## config.mk

```make
export PLATFORM = sky130hd
export DESIGN_NAME = rms_error_ema_tracker_core
export DESIGN_NICKNAME = d
export VERILOG_FILES = /design/src/rmse_pkg.sv /design/src/rmse_div.sv /design/src/rmse_front.sv /design/src/rmse_queue.sv /design/src/rmse_back.sv /design/src/rms_error_ema_tracker_core.sv
export SDC_FILE = /design/constraint.sdc
export NUM_CORES = 2
export LEC_CHECK = 0
export ABC_AREA = 1
export BUFFER_PORTS_ARGS = -buffer_cell sky130_fd_sc_hd__buf_2
export CORE_MARGIN = 4
export CORE_UTILIZATION = 65
export CTS_BUF_LIST = sky130_fd_sc_hd__clkbuf_8
export CTS_CLUSTER_DIAMETER = 200
export DETAILED_ROUTE_END_ITERATION = 10
export PLACE_DENSITY = 0.9
export REMOVE_ABC_BUFFERS = 1
export SETUP_SLACK_MARGIN = 0.05
export SLEW_MARGIN = 20
export SYNTH_ARGS = -nofsm -noshare
export SYNTH_HDL_FRONTEND = slang
export SYNTH_SLANG_ARGS = --single-unit
export TNS_END_PERCENT = 30
```

## constraint.sdc

```tcl
create_clock -name clk_i -period 8.37 [get_ports clk_i]
set_clock_uncertainty 0.2 [all_clocks]
set_input_delay 0.837 -clock clk_i [delete_from_list [all_inputs] [get_ports clk_i]]
set_output_delay 0.837 -clock clk_i [all_outputs]
set_load 0.02 [all_outputs]
```

## src/rmse_pkg.sv

```systemverilog
// Shared types and constants of the RMS error tracker.
`timescale 1ns / 1ps
package rmse_pkg;

  // Fixed field widths
  localparam int unsigned VAL_W   = 16;
  localparam int unsigned MAG_W   = 16;
  localparam int unsigned SQ_W    = 32;
  localparam int unsigned RMS_W   = 16;
  localparam int unsigned CONF_W  = 13;
  localparam int unsigned SMTH_W  = 16;
  localparam int unsigned EMA_W   = 20;
  localparam int unsigned S_DATA_W = 32;
  localparam int unsigned M_DATA_W = 48;
  localparam int unsigned M_PAD_W  = M_DATA_W - RMS_W - CONF_W - SMTH_W;

  // Queue between front and back
  localparam int unsigned QUEUE_DEPTH = 4;
  localparam int unsigned QPTR_W      = 2;
  localparam int unsigned QLVL_W      = 3;

  // Arithmetic constants
  localparam logic [RMS_W-1:0]  RMS_MAX = 16'hFFFF;
  localparam logic [CONF_W-1:0] ONE_Q12 = 13'd4096;
  // Divide by ten as multiply by ceil(2^23 / 10), exact for numerators below 2^22
  localparam logic [EMA_W-1:0]  EMA_RECIP = 20'd838861;
  localparam int unsigned       EMA_SHIFT = 23;

  typedef enum logic {
    CMD_SAMPLE = 1'b0,
    CMD_CLEAR  = 1'b1
  } cmd_e;

  typedef enum logic [4:0] {
    ST_IDLE     = 5'b00001,
    ST_DIV_MEAN = 5'b00010,
    ST_SQRT     = 5'b00100,
    ST_DIV_EMA  = 5'b01000,
    ST_OUT      = 5'b10000
  } back_state_e;

endpackage

```

## src/rmse_div.sv

```systemverilog
// Restoring divider, one quotient bit per cycle.
`timescale 1ns / 1ps
module rmse_div #(
  parameter int unsigned N = 42,
  parameter int unsigned D = 13
) (
  input  logic         clk_i,
  input  logic         rst_ni,
  input  logic         start_i,
  input  logic [N-1:0] dividend_i,
  input  logic [D-1:0] divisor_i,
  output logic         done_o,
  output logic [N-1:0] quotient_o
);

  localparam int unsigned CW = $clog2(N + 1);

  logic          busy_q, busy_d;
  logic          done_q, done_d;
  logic [CW-1:0] cnt_q, cnt_d;
  logic [N-1:0]  quo_q, quo_d;
  logic [D-1:0]  rem_q, rem_d;
  logic [D-1:0]  dvs_q, dvs_d;
  logic [D:0]    shifted;
  logic [D:0]    diff;
  logic          fits;

  assign shifted = {rem_q, quo_q[N-1]};
  assign diff    = shifted - {1'b0, dvs_q};
  assign fits    = shifted >= {1'b0, dvs_q};

  always_comb begin
    busy_d = busy_q;
    done_d = 1'b0;
    cnt_d  = cnt_q;
    quo_d  = quo_q;
    rem_d  = rem_q;
    dvs_d  = dvs_q;
    if (start_i) begin
      busy_d = 1'b1;
      cnt_d  = CW'(N);
      quo_d  = dividend_i;
      rem_d  = '0;
      dvs_d  = divisor_i;
    end else if (busy_q) begin
      rem_d = fits ? diff[D-1:0] : shifted[D-1:0];
      quo_d = {quo_q[N-2:0], fits};
      cnt_d = cnt_q - 1'b1;
      if (cnt_q == CW'(1)) begin
        busy_d = 1'b0;
        done_d = 1'b1;
      end
    end
  end

  always_ff @(posedge clk_i or negedge rst_ni) begin
    if (!rst_ni) begin
      busy_q <= 1'b0;
      done_q <= 1'b0;
      cnt_q  <= '0;
    end else begin
      busy_q <= busy_d;
      done_q <= done_d;
      cnt_q  <= cnt_d;
    end
  end

  always_ff @(posedge clk_i) begin
    quo_q <= quo_d;
    rem_q <= rem_d;
    dvs_q <= dvs_d;
  end

  assign done_o     = done_q;
  assign quotient_o = quo_q;

endmodule

```

## src/rmse_front.sv

```systemverilog
// Front: accept pairs, square differences, accumulate, push vector ends and clears.
`timescale 1ns / 1ps
module rmse_front #(
  parameter int unsigned MAX_ELEMENTS = 1024,
  parameter int unsigned CNT_W = 11,
  parameter int unsigned SUM_W = 42,
  parameter int unsigned ENT_W = 54
) (
  input  logic                       clk_i,
  input  logic                       rst_ni,
  input  logic                       valid_i,
  output logic                       ready_o,
  input  rmse_pkg::cmd_e             cmd_i,
  input  logic [rmse_pkg::VAL_W-1:0] pred_i,
  input  logic [rmse_pkg::VAL_W-1:0] act_i,
  input  logic                       last_i,
  input  logic [rmse_pkg::QLVL_W-1:0] q_free_i,
  output logic                       push_o,
  output logic [ENT_W-1:0]           push_data_o
);

  import rmse_pkg::*;

  logic               accept;
  logic               acc_ok;
  logic [CNT_W-1:0]   cnt_q, cnt_d, cnt_inc;
  logic signed [VAL_W:0] diff;
  logic [MAG_W-1:0]   mag;

  // stage 1: magnitude
  logic               s1_vld_q;
  cmd_e               s1_cmd_q;
  logic               s1_tok_q, s1_acc_q;
  logic [MAG_W-1:0]   s1_mag_q;
  logic [CNT_W-1:0]   s1_cnt_q;
  // stage 2: square
  logic               s2_vld_q;
  cmd_e               s2_cmd_q;
  logic               s2_tok_q, s2_acc_q;
  logic [SQ_W-1:0]    s2_sq_q;
  logic [CNT_W-1:0]   s2_cnt_q;
  // accumulator
  logic [SUM_W-1:0]   sum_q, sum_d, sum_add;
  logic [1:0]         inflight;

  assign inflight = {1'b0, s1_vld_q & s1_tok_q} + {1'b0, s2_vld_q & s2_tok_q};
  assign ready_o  = q_free_i > QLVL_W'(inflight);
  assign accept   = valid_i & ready_o;

  assign acc_ok  = cnt_q < CNT_W'(MAX_ELEMENTS);
  assign cnt_inc = acc_ok ? cnt_q + 1'b1 : cnt_q;
  assign diff    = $signed({pred_i[VAL_W-1], pred_i}) - $signed({act_i[VAL_W-1], act_i});
  assign mag     = diff[VAL_W] ? MAG_W'(-diff) : MAG_W'(diff);

  always_comb begin
    cnt_d = cnt_q;
    if (accept && cmd_i == CMD_SAMPLE) begin
      cnt_d = last_i ? '0 : cnt_inc;
    end
  end

  assign sum_add = sum_q + (s2_acc_q ? SUM_W'(s2_sq_q) : '0);

  always_comb begin
    sum_d = sum_q;
    if (s2_vld_q && s2_cmd_q == CMD_SAMPLE) begin
      sum_d = s2_tok_q ? '0 : sum_add;
    end
  end

  assign push_o      = s2_vld_q & s2_tok_q;
  assign push_data_o = {s2_cmd_q, s2_cnt_q, sum_add};

  always_ff @(posedge clk_i or negedge rst_ni) begin
    if (!rst_ni) begin
      cnt_q    <= '0;
      sum_q    <= '0;
      s1_vld_q <= 1'b0;
      s2_vld_q <= 1'b0;
    end else begin
      cnt_q    <= cnt_d;
      sum_q    <= sum_d;
      s1_vld_q <= accept;
      s2_vld_q <= s1_vld_q;
    end
  end

  always_ff @(posedge clk_i) begin
    s1_cmd_q <= cmd_i;
    s1_tok_q <= (cmd_i == CMD_CLEAR) | last_i;
    s1_acc_q <= (cmd_i == CMD_SAMPLE) & acc_ok;
    s1_mag_q <= mag;
    s1_cnt_q <= cnt_inc;
    s2_cmd_q <= s1_cmd_q;
    s2_tok_q <= s1_tok_q;
    s2_acc_q <= s1_acc_q;
    s2_sq_q  <= s1_mag_q * s1_mag_q;
    s2_cnt_q <= s1_cnt_q;
  end

endmodule

```

## src/rmse_queue.sv

```systemverilog
// Short queue of vector-end and clear transactions between front and back.
`timescale 1ns / 1ps
module rmse_queue #(
  parameter int unsigned ENT_W = 54
) (
  input  logic                        clk_i,
  input  logic                        rst_ni,
  input  logic                        push_i,
  input  logic [ENT_W-1:0]            push_data_i,
  input  logic                        pop_i,
  output logic                        empty_o,
  output logic [ENT_W-1:0]            head_o,
  output logic [rmse_pkg::QLVL_W-1:0] free_o
);

  import rmse_pkg::*;

  logic [ENT_W-1:0]  mem_q [QUEUE_DEPTH];
  logic [QPTR_W-1:0] wr_q, rd_q;
  logic [QLVL_W-1:0] lvl_q;

  assign empty_o = lvl_q == '0;
  assign head_o  = mem_q[rd_q];
  assign free_o  = QLVL_W'(QUEUE_DEPTH) - lvl_q;

  always_ff @(posedge clk_i or negedge rst_ni) begin
    if (!rst_ni) begin
      wr_q  <= '0;
      rd_q  <= '0;
      lvl_q <= '0;
    end else begin
      if (push_i) wr_q <= wr_q + 1'b1;
      if (pop_i)  rd_q <= rd_q + 1'b1;
      lvl_q <= lvl_q + QLVL_W'(push_i) - QLVL_W'(pop_i);
    end
  end

  always_ff @(posedge clk_i) begin
    if (push_i) mem_q[wr_q] <= push_data_i;
  end

endmodule

```

## src/rmse_back.sv

```systemverilog
// Back: mean by division, square root, smoothing, output register.
`timescale 1ns / 1ps
module rmse_back #(
  parameter int unsigned CNT_W = 11,
  parameter int unsigned SUM_W = 42,
  parameter int unsigned ENT_W = 54
) (
  input  logic                        clk_i,
  input  logic                        rst_ni,
  input  logic                        q_empty_i,
  input  logic [ENT_W-1:0]            q_head_i,
  output logic                        q_pop_o,
  output logic                        m_valid_o,
  input  logic                        m_ready_i,
  output logic [rmse_pkg::RMS_W-1:0]  rms_o,
  output logic [rmse_pkg::CONF_W-1:0] conf_o,
  output logic [rmse_pkg::SMTH_W-1:0] smooth_o
);

  import rmse_pkg::*;

  localparam int unsigned RAD_W  = SUM_W + (SUM_W % 2);
  localparam int unsigned RT_W   = RAD_W / 2;
  localparam int unsigned SQC_W  = $clog2(RT_W + 1);

  back_state_e state_q, state_d;

  cmd_e              head_cmd;
  logic [CNT_W-1:0]  head_cnt;
  logic [SUM_W-1:0]  head_sum;

  logic              div_start, div_done;
  logic [SUM_W-1:0]  div_quo;

  logic              zero_q, zero_d;
  logic [RAD_W-1:0]  rad_q, rad_d;
  logic [RT_W:0]     rem_q, rem_d;
  logic [RT_W-1:0]   root_q, root_d;
  logic [SQC_W-1:0]  sqc_q, sqc_d;
  logic [RT_W+2:0]   rem2, trial;

  logic [RMS_W-1:0]  rms_sat;
  logic [RMS_W-1:0]  rms_q, rms_d;
  logic [CONF_W-1:0] conf_q, conf_d;
  logic [SMTH_W-1:0] smth_q, smth_d;
  logic [EMA_W-1:0]  ema_num;
  logic [EMA_W-1:0]  ema_q, ema_d;
  logic [2*EMA_W-1:0] ema_prod;

  logic              avg_vld_q, avg_vld_d;
  logic [SMTH_W-1:0] avg_q, avg_d;
  logic              m_vld_q, m_vld_d;
  logic              m_load;
  logic [RMS_W-1:0]  m_rms_q;
  logic [CONF_W-1:0] m_conf_q;
  logic [SMTH_W-1:0] m_smth_q;

  assign head_cmd = cmd_e'(q_head_i[ENT_W-1]);
  assign head_cnt = q_head_i[SUM_W+CNT_W-1:SUM_W];
  assign head_sum = q_head_i[SUM_W-1:0];

  rmse_div #(
    .N(SUM_W),
    .D(CNT_W)
  ) u_div (
    .clk_i      (clk_i),
    .rst_ni     (rst_ni),
    .start_i    (div_start),
    .dividend_i (head_sum),
    .divisor_i  (head_cnt),
    .done_o     (div_done),
    .quotient_o (div_quo)
  );

  assign rem2     = {rem_q, rad_q[RAD_W-1:RAD_W-2]};
  assign trial    = (RT_W+3)'({root_q, 2'b01});
  assign rms_sat  = (root_q > RT_W'(RMS_MAX)) ? RMS_MAX : root_q[RMS_W-1:0];
  assign ema_num  = EMA_W'({avg_q, 3'b000}) + EMA_W'(avg_q) + EMA_W'(rms_sat);
  assign ema_prod = ema_q * EMA_RECIP;
  assign m_load   = !m_vld_q || m_ready_i;

  always_comb begin
    state_d   = state_q;
    q_pop_o   = 1'b0;
    div_start = 1'b0;
    zero_d    = zero_q;
    rad_d     = rad_q;
    rem_d     = rem_q;
    root_d    = root_q;
    sqc_d     = sqc_q;
    rms_d     = rms_q;
    conf_d    = conf_q;
    smth_d    = smth_q;
    ema_d     = ema_q;
    avg_vld_d = avg_vld_q;
    avg_d     = avg_q;
    m_vld_d   = m_vld_q & ~m_ready_i;
    case (state_q)
      ST_IDLE: begin
        if (!q_empty_i) begin
          q_pop_o = 1'b1;
          if (head_cmd == CMD_CLEAR) begin
            avg_vld_d = 1'b0;
          end else begin
            div_start = 1'b1;
            zero_d    = head_cnt == '0;
            state_d   = ST_DIV_MEAN;
          end
        end
      end
      ST_DIV_MEAN: begin
        if (div_done) begin
          rad_d   = zero_q ? '0 : RAD_W'(div_quo);
          rem_d   = '0;
          root_d  = '0;
          sqc_d   = SQC_W'(RT_W);
          state_d = ST_SQRT;
        end
      end
      ST_SQRT: begin
        if (sqc_q != '0) begin
          rad_d = {rad_q[RAD_W-3:0], 2'b00};
          sqc_d = sqc_q - 1'b1;
          if (rem2 >= trial) begin
            rem_d  = (RT_W+1)'(rem2 - trial);
            root_d = {root_q[RT_W-2:0], 1'b1};
          end else begin
            rem_d  = rem2[RT_W:0];
            root_d = {root_q[RT_W-2:0], 1'b0};
          end
        end else begin
          rms_d  = rms_sat;
          conf_d = (rms_sat >= RMS_W'(ONE_Q12)) ? '0 : ONE_Q12 - CONF_W'(rms_sat);
          if (avg_vld_q) begin
            ema_d   = ema_num;
            state_d = ST_DIV_EMA;
          end else begin
            smth_d  = rms_sat;
            state_d = ST_OUT;
          end
        end
      end
      ST_DIV_EMA: begin
        smth_d  = ema_prod[EMA_SHIFT +: SMTH_W];
        state_d = ST_OUT;
      end
      ST_OUT: begin
        if (m_load) begin
          m_vld_d   = 1'b1;
          avg_d     = smth_q;
          avg_vld_d = 1'b1;
          state_d   = ST_IDLE;
        end
      end
      default: begin
        state_d = ST_IDLE;
      end
    endcase
  end

  always_ff @(posedge clk_i or negedge rst_ni) begin
    if (!rst_ni) begin
      state_q   <= ST_IDLE;
      avg_vld_q <= 1'b0;
      avg_q     <= '0;
      m_vld_q   <= 1'b0;
    end else begin
      state_q   <= state_d;
      avg_vld_q <= avg_vld_d;
      avg_q     <= avg_d;
      m_vld_q   <= m_vld_d;
    end
  end

  always_ff @(posedge clk_i) begin
    zero_q <= zero_d;
    rad_q  <= rad_d;
    rem_q  <= rem_d;
    root_q <= root_d;
    sqc_q  <= sqc_d;
    rms_q  <= rms_d;
    conf_q <= conf_d;
    smth_q <= smth_d;
    ema_q  <= ema_d;
    if (state_q == ST_OUT && m_load) begin
      m_rms_q  <= rms_q;
      m_conf_q <= conf_q;
      m_smth_q <= smth_q;
    end
  end

  assign m_valid_o = m_vld_q;
  assign rms_o     = m_rms_q;
  assign conf_o    = m_conf_q;
  assign smooth_o  = m_smth_q;

endmodule

```

## src/rms_error_ema_tracker_core.sv

```systemverilog
// Top level of the RMS error tracker with exponential moving average.
//
//  channel  dir  tdata                                   tuser     tlast
//  s_axis   in   predicted[15:0], actual[31:16]          command   last_element
//  m_axis   out  rms[15:0], confidence[28:16],           -         -
//                smoothed[44:29], zero pad[47:45]
//
// Element pairs are taken one per cycle while s_axis_tready is high; the
// front squares each difference over two register stages and adds it into
// the running sum. For each vector end the back runs the serial divider
// for the mean, the two-bit-per-step square root, and, when there is
// smoothing history, a reciprocal multiply for the divide by ten. A clear
// only drops the smoothing history in the back.
// A four-entry queue holds pending vector ends and clears; s_axis_tready
// drops only when the queue could not take the transactions in flight.
// Reset is asynchronous, active low, and returns all sums and smoothing
// state to zero.
`timescale 1ns / 1ps
module rms_error_ema_tracker_core #(
  parameter int unsigned MAX_ELEMENTS = 1024
) (
  input  logic                          clk_i,
  input  logic                          rst_ni,
  input  logic                          s_axis_tvalid,
  output logic                          s_axis_tready,
  input  logic [rmse_pkg::S_DATA_W-1:0] s_axis_tdata,  // predicted_value, actual_value
  input  logic                          s_axis_tuser,  // command
  input  logic                          s_axis_tlast,  // last_element
  output logic                          m_axis_tvalid,
  input  logic                          m_axis_tready,
  output logic [rmse_pkg::M_DATA_W-1:0] m_axis_tdata   // rms, confidence, smoothed, pad
);

  import rmse_pkg::*;

  localparam int unsigned CNT_W = $clog2(MAX_ELEMENTS + 1);
  localparam int unsigned SUM_W = SQ_W + $clog2(MAX_ELEMENTS);
  localparam int unsigned ENT_W = 1 + CNT_W + SUM_W;

  logic              push, pop, q_empty;
  logic [ENT_W-1:0]  push_data, q_head;
  logic [QLVL_W-1:0] q_free;
  logic [RMS_W-1:0]  rms;
  logic [CONF_W-1:0] conf;
  logic [SMTH_W-1:0] smooth;

  // Front: take every transaction, fold samples into the running sum.
  rmse_front #(
    .MAX_ELEMENTS(MAX_ELEMENTS),
    .CNT_W       (CNT_W),
    .SUM_W       (SUM_W),
    .ENT_W       (ENT_W)
  ) u_front (
    .clk_i       (clk_i),
    .rst_ni      (rst_ni),
    .valid_i     (s_axis_tvalid),
    .ready_o     (s_axis_tready),
    .cmd_i       (cmd_e'(s_axis_tuser)),
    .pred_i      (s_axis_tdata[VAL_W-1:0]),
    .act_i       (s_axis_tdata[2*VAL_W-1:VAL_W]),
    .last_i      (s_axis_tlast),
    .q_free_i    (q_free),
    .push_o      (push),
    .push_data_o (push_data)
  );

  // Queue: hold vector ends and clears in order.
  rmse_queue #(
    .ENT_W(ENT_W)
  ) u_queue (
    .clk_i       (clk_i),
    .rst_ni      (rst_ni),
    .push_i      (push),
    .push_data_i (push_data),
    .pop_i       (pop),
    .empty_o     (q_empty),
    .head_o      (q_head),
    .free_o      (q_free)
  );

  // Back: divide, take the root, smooth, and present the result.
  rmse_back #(
    .CNT_W(CNT_W),
    .SUM_W(SUM_W),
    .ENT_W(ENT_W)
  ) u_back (
    .clk_i     (clk_i),
    .rst_ni    (rst_ni),
    .q_empty_i (q_empty),
    .q_head_i  (q_head),
    .q_pop_o   (pop),
    .m_valid_o (m_axis_tvalid),
    .m_ready_i (m_axis_tready),
    .rms_o     (rms),
    .conf_o    (conf),
    .smooth_o  (smooth)
  );

  assign m_axis_tdata = {{M_PAD_W{1'b0}}, smooth, conf, rms};

endmodule

```

==> impl_metrics.env <==
export IMPL_status="completed"
export IMPL_cpMostUsedCell="fa_1"
export IMPL_hold_start="s_axis_tlast"
export IMPL_ys_flop_type="edfxtp_1"
export IMPL_grt_overflow=0
export IMPL_top_usage_layer="met2"
export IMPL_grt_pass1_vias=35900
export IMPL_synthCells=4919
export IMPL_finalMaxSlewViolations=0
export IMPL_io_pins=88
export IMPL_post_route_period_util_pct=75.7
export IMPL_htree_levels=3
export IMPL_critPathBufInv=4
export IMPL_fin_crit_ns=6.34
export IMPL_cap_violations=0
export IMPL_max_freq_mhz=158
export IMPL_critical_path_class="flip-flop to flip-flop"
export IMPL_startpoint_type="flip-flop"
export IMPL_dr_pass1_iters=9
export IMPL_holdBufCountCts=1
export IMPL_finalHoldViolCount=0
export IMPL_crit_chain="nand2_1 -> fa_1 -> inv_1 -> fa_1 -> fa_1 -> fa_1 -> fa_1 -> inv_1 -> fa_1 -> inv_1 -> ha_1 -> nand2_1 -> nor2_1 -> inv_1 -> nor3_1 -> nand4_1 -> nand3_1 -> a21oi_1 -> xor2_1"
export IMPL_seq_area_frac_synth_pct=39.7
export IMPL_tns_ns=0
export IMPL_coreArea_mm2=0.0699
export IMPL_tightest_slew_ns=1.04
export IMPL_use_met1_pct=38.0
export IMPL_r2r_start="u_front.s1_mag_q[2]"
export IMPL_grt_max_degree=100
export IMPL_fin_util_pct=70.6
export IMPL_place_congestion=1.07
export IMPL_start_util_pct=65.5
export IMPL_grt_pass1_wl_mm=182
export IMPL_yosysWarnings=0
export IMPL_nets=5777
export IMPL_wl_mm=112
export IMPL_drtAntennaViolNets=0
export IMPL_synth_top_cells_by_count="inv_1 (907), nand2_1 (896), edfxtp_1 (470), ha_1 (413), nor2_1 (401)"
export IMPL_numCtsBuffers=98
export IMPL_cts_sinks=649
export IMPL_hpwl_mm=82.5
export IMPL_cts_buffer_depth=3
export IMPL_drive_above_1_share_pct=7.10
export IMPL_antenna_found_initial=2
export IMPL_critPathLaunch="u_front.s1_mag_q[2]"
export IMPL_min_path_type="input pin to flip-flop"
export IMPL_muxShareOfSynthArea_pct=0.0246
export IMPL_path_clk_slew_ns=0.06
export IMPL_netlist_area_mm2=0.0458
export IMPL_ys_types=68
export IMPL_cts_tree="yes"
export IMPL_endpoint_kind="flip-flop"
export IMPL_max_slew_margin_pct=30.4
export IMPL_slowest_delay_ns=0.87
export IMPL_drcViolationCount=0
export IMPL_postCtsSetupRepairBufs=0
export IMPL_drt_initial_drc_count=3515
export IMPL_die_area_mm2=0.0748
export IMPL_synth_most_common_cell="inv_1"
export IMPL_synth_xor_area_share_pct=2.83
export IMPL_fillers=4946
export IMPL_ys_ff_latch=649
export IMPL_cts_resized=0
export IMPL_wl_per_cell_um=18.5
export IMPL_use_met2_pct=52.4
export IMPL_met3_usage_pct=4.71
export IMPL_critPathMaxFanout=17
export IMPL_yosysTopAreaCellShare_pct=30.8
export IMPL_synth_simple_area_share_pct=15.1
export IMPL_die_h_um=273
export IMPL_clock_latency_ns=0.75
export IMPL_synth_area_leaders="edfxtp_1 (31%), fa_1 (14%), ha_1 (11%), inv_1 (7.4%), nand2_1 (7.3%)"
export IMPL_track_usage_pct=30.4
export IMPL_syn_area_per_cell_um2=9.31
export IMPL_die_w_um=273
export IMPL_hold_slack_ns=0.101
export IMPL_io_buffers=84
export IMPL_critPathRequiredTime_ns=8.80
export IMPL_crit_path_top_delay_cell="dfxtp_1"
export IMPL_num_vias=34800
export IMPL_root_buffer="clkbuf_8"
export IMPL_synth_compound_area_share_pct=8.75
export IMPL_synth_edf_count=470
export IMPL_reg2reg_slack_ns=2.03
export IMPL_synth_top_family_by_area="adder cells"
export IMPL_rsz0062_at_grt="false"
export IMPL_path_delay_family="adder cells"
export IMPL_async_reset_ff_share_pct=14.3
export IMPL_cp_arrival_ns=6.77
export IMPL_yosysTopAreaCell="edfxtp_1"
export IMPL_row_count=97
export IMPL_synthAdderAreaFrac_pct=24.9
export IMPL_syn_to_final_growth_pct=7.75
export IMPL_setup_violations=0
export IMPL_vias_per_cell=5.76
-- layout make-up --
type                    count  area (µm²)  area share, %
flip-flops and latches    649       18200           36.8
diodes                      1        2.50        0.00507
multi-input cells        3231       23700           48.1
clock buffers             108        1490           3.01
inverters                 927        3480           7.06
clock inverters            74         709           1.44
repair buffers            107         598           1.21
well taps                 940        1180           2.38
-- metrics by stage --
step	instances	setup slack, ns	cell area, µm²
final	6037	2.03	49300
after global routing	6037	1.67	49300
after CTS	6036	2.07	49300
after detailed placement	5853	2.08	47100
after global placement	5853	2.19	47100
after floorplan	4807	-0.145	45300
-- layer usage --
| metal | vias to the layer above | routed length (µm) |
|---|---|---|
| met1 | 16600 | 42600 |
| met2 | 1709 | 54700 |
| met4 | 0 | 5290 |
| met3 | 365 | 9080 |
| met5 | - | 0 |
| li1 | 16100 | - |
-- kinds of logic after synthesis --
group | count (synthesis)
buffers and inverters | 1041
muxes | 1
and+or+nand+nor | 1634
xor gates and xnor gates | 148
adders and majority gates | 725
AOI/OAI and AO/OA | 720
DFF | 649
other | 1
-- registers in the layout, summed over array words and instances (netlist names), 20 cells and up --
signal                   count
u_back.ema_q                20
u_back.root_q               21
u_back.rad_q                42
u_back.rem_q                22
u_queue.mem_q              216
u_front.s2_sq_q             31
u_front.sum_q               42
u_back.u_div.quotient_o     42
-- final timing paths --
kind	end	depth (start not counted)
max	u_front.s2_sq_q[29]	19
max reg2reg	u_front.s2_sq_q[29]	19
min	u_front.s1_tok_q	2
min in group asynchronous	u_back.avg_q[12]	2
max in group asynchronous	u_front.sum_q[31]	3
min reg2reg	u_front.s2_cnt_q[6]	0
-- placed cells by master (no fill, tap or decap), types with 21 or more instances in the layout --
| master | n |
|---|---|
| clkbuf_8 | 108 |
| o21ai_0 | 339 |
| dfrtp_1 | 91 |
| buf_2 | 83 |
| edfxtp_1 | 470 |
| nand4_1 | 38 |
| xnor2_1 | 43 |
| fa_1 | 312 |
| nand2_1 | 896 |
| nand3_1 | 145 |
| buf_4 | 23 |
| nor3_1 | 37 |
| o22ai_1 | 57 |
| inv_1 | 927 |
| nor2_1 | 396 |
| a21oi_1 | 193 |
| nand2_2 | 21 |
| xor2_1 | 105 |
| ha_1 | 413 |
| dfxtp_1 | 86 |
-- worst reg2reg max path: stages, from the launching register on --
cell and delay [ns]:
dfxtp_1 0.87, nand2_1 0.20, fa_1 0.63, inv_1 0.09, fa_1 0.52, fa_1 0.52
fa_1 0.53, fa_1 0.55, inv_1 0.05, fa_1 0.53, inv_1 0.05, ha_1 0.38
nand2_1 0.13, nor2_1 0.12, inv_1 0.06, nor3_1 0.22, nand4_1 0.13, nand3_1 0.19
a21oi_1 0.11, xor2_1 0.16
Power is not shown: default switching activity piles up to over one toggle a cycle in this logic, so the estimate is an artifact.
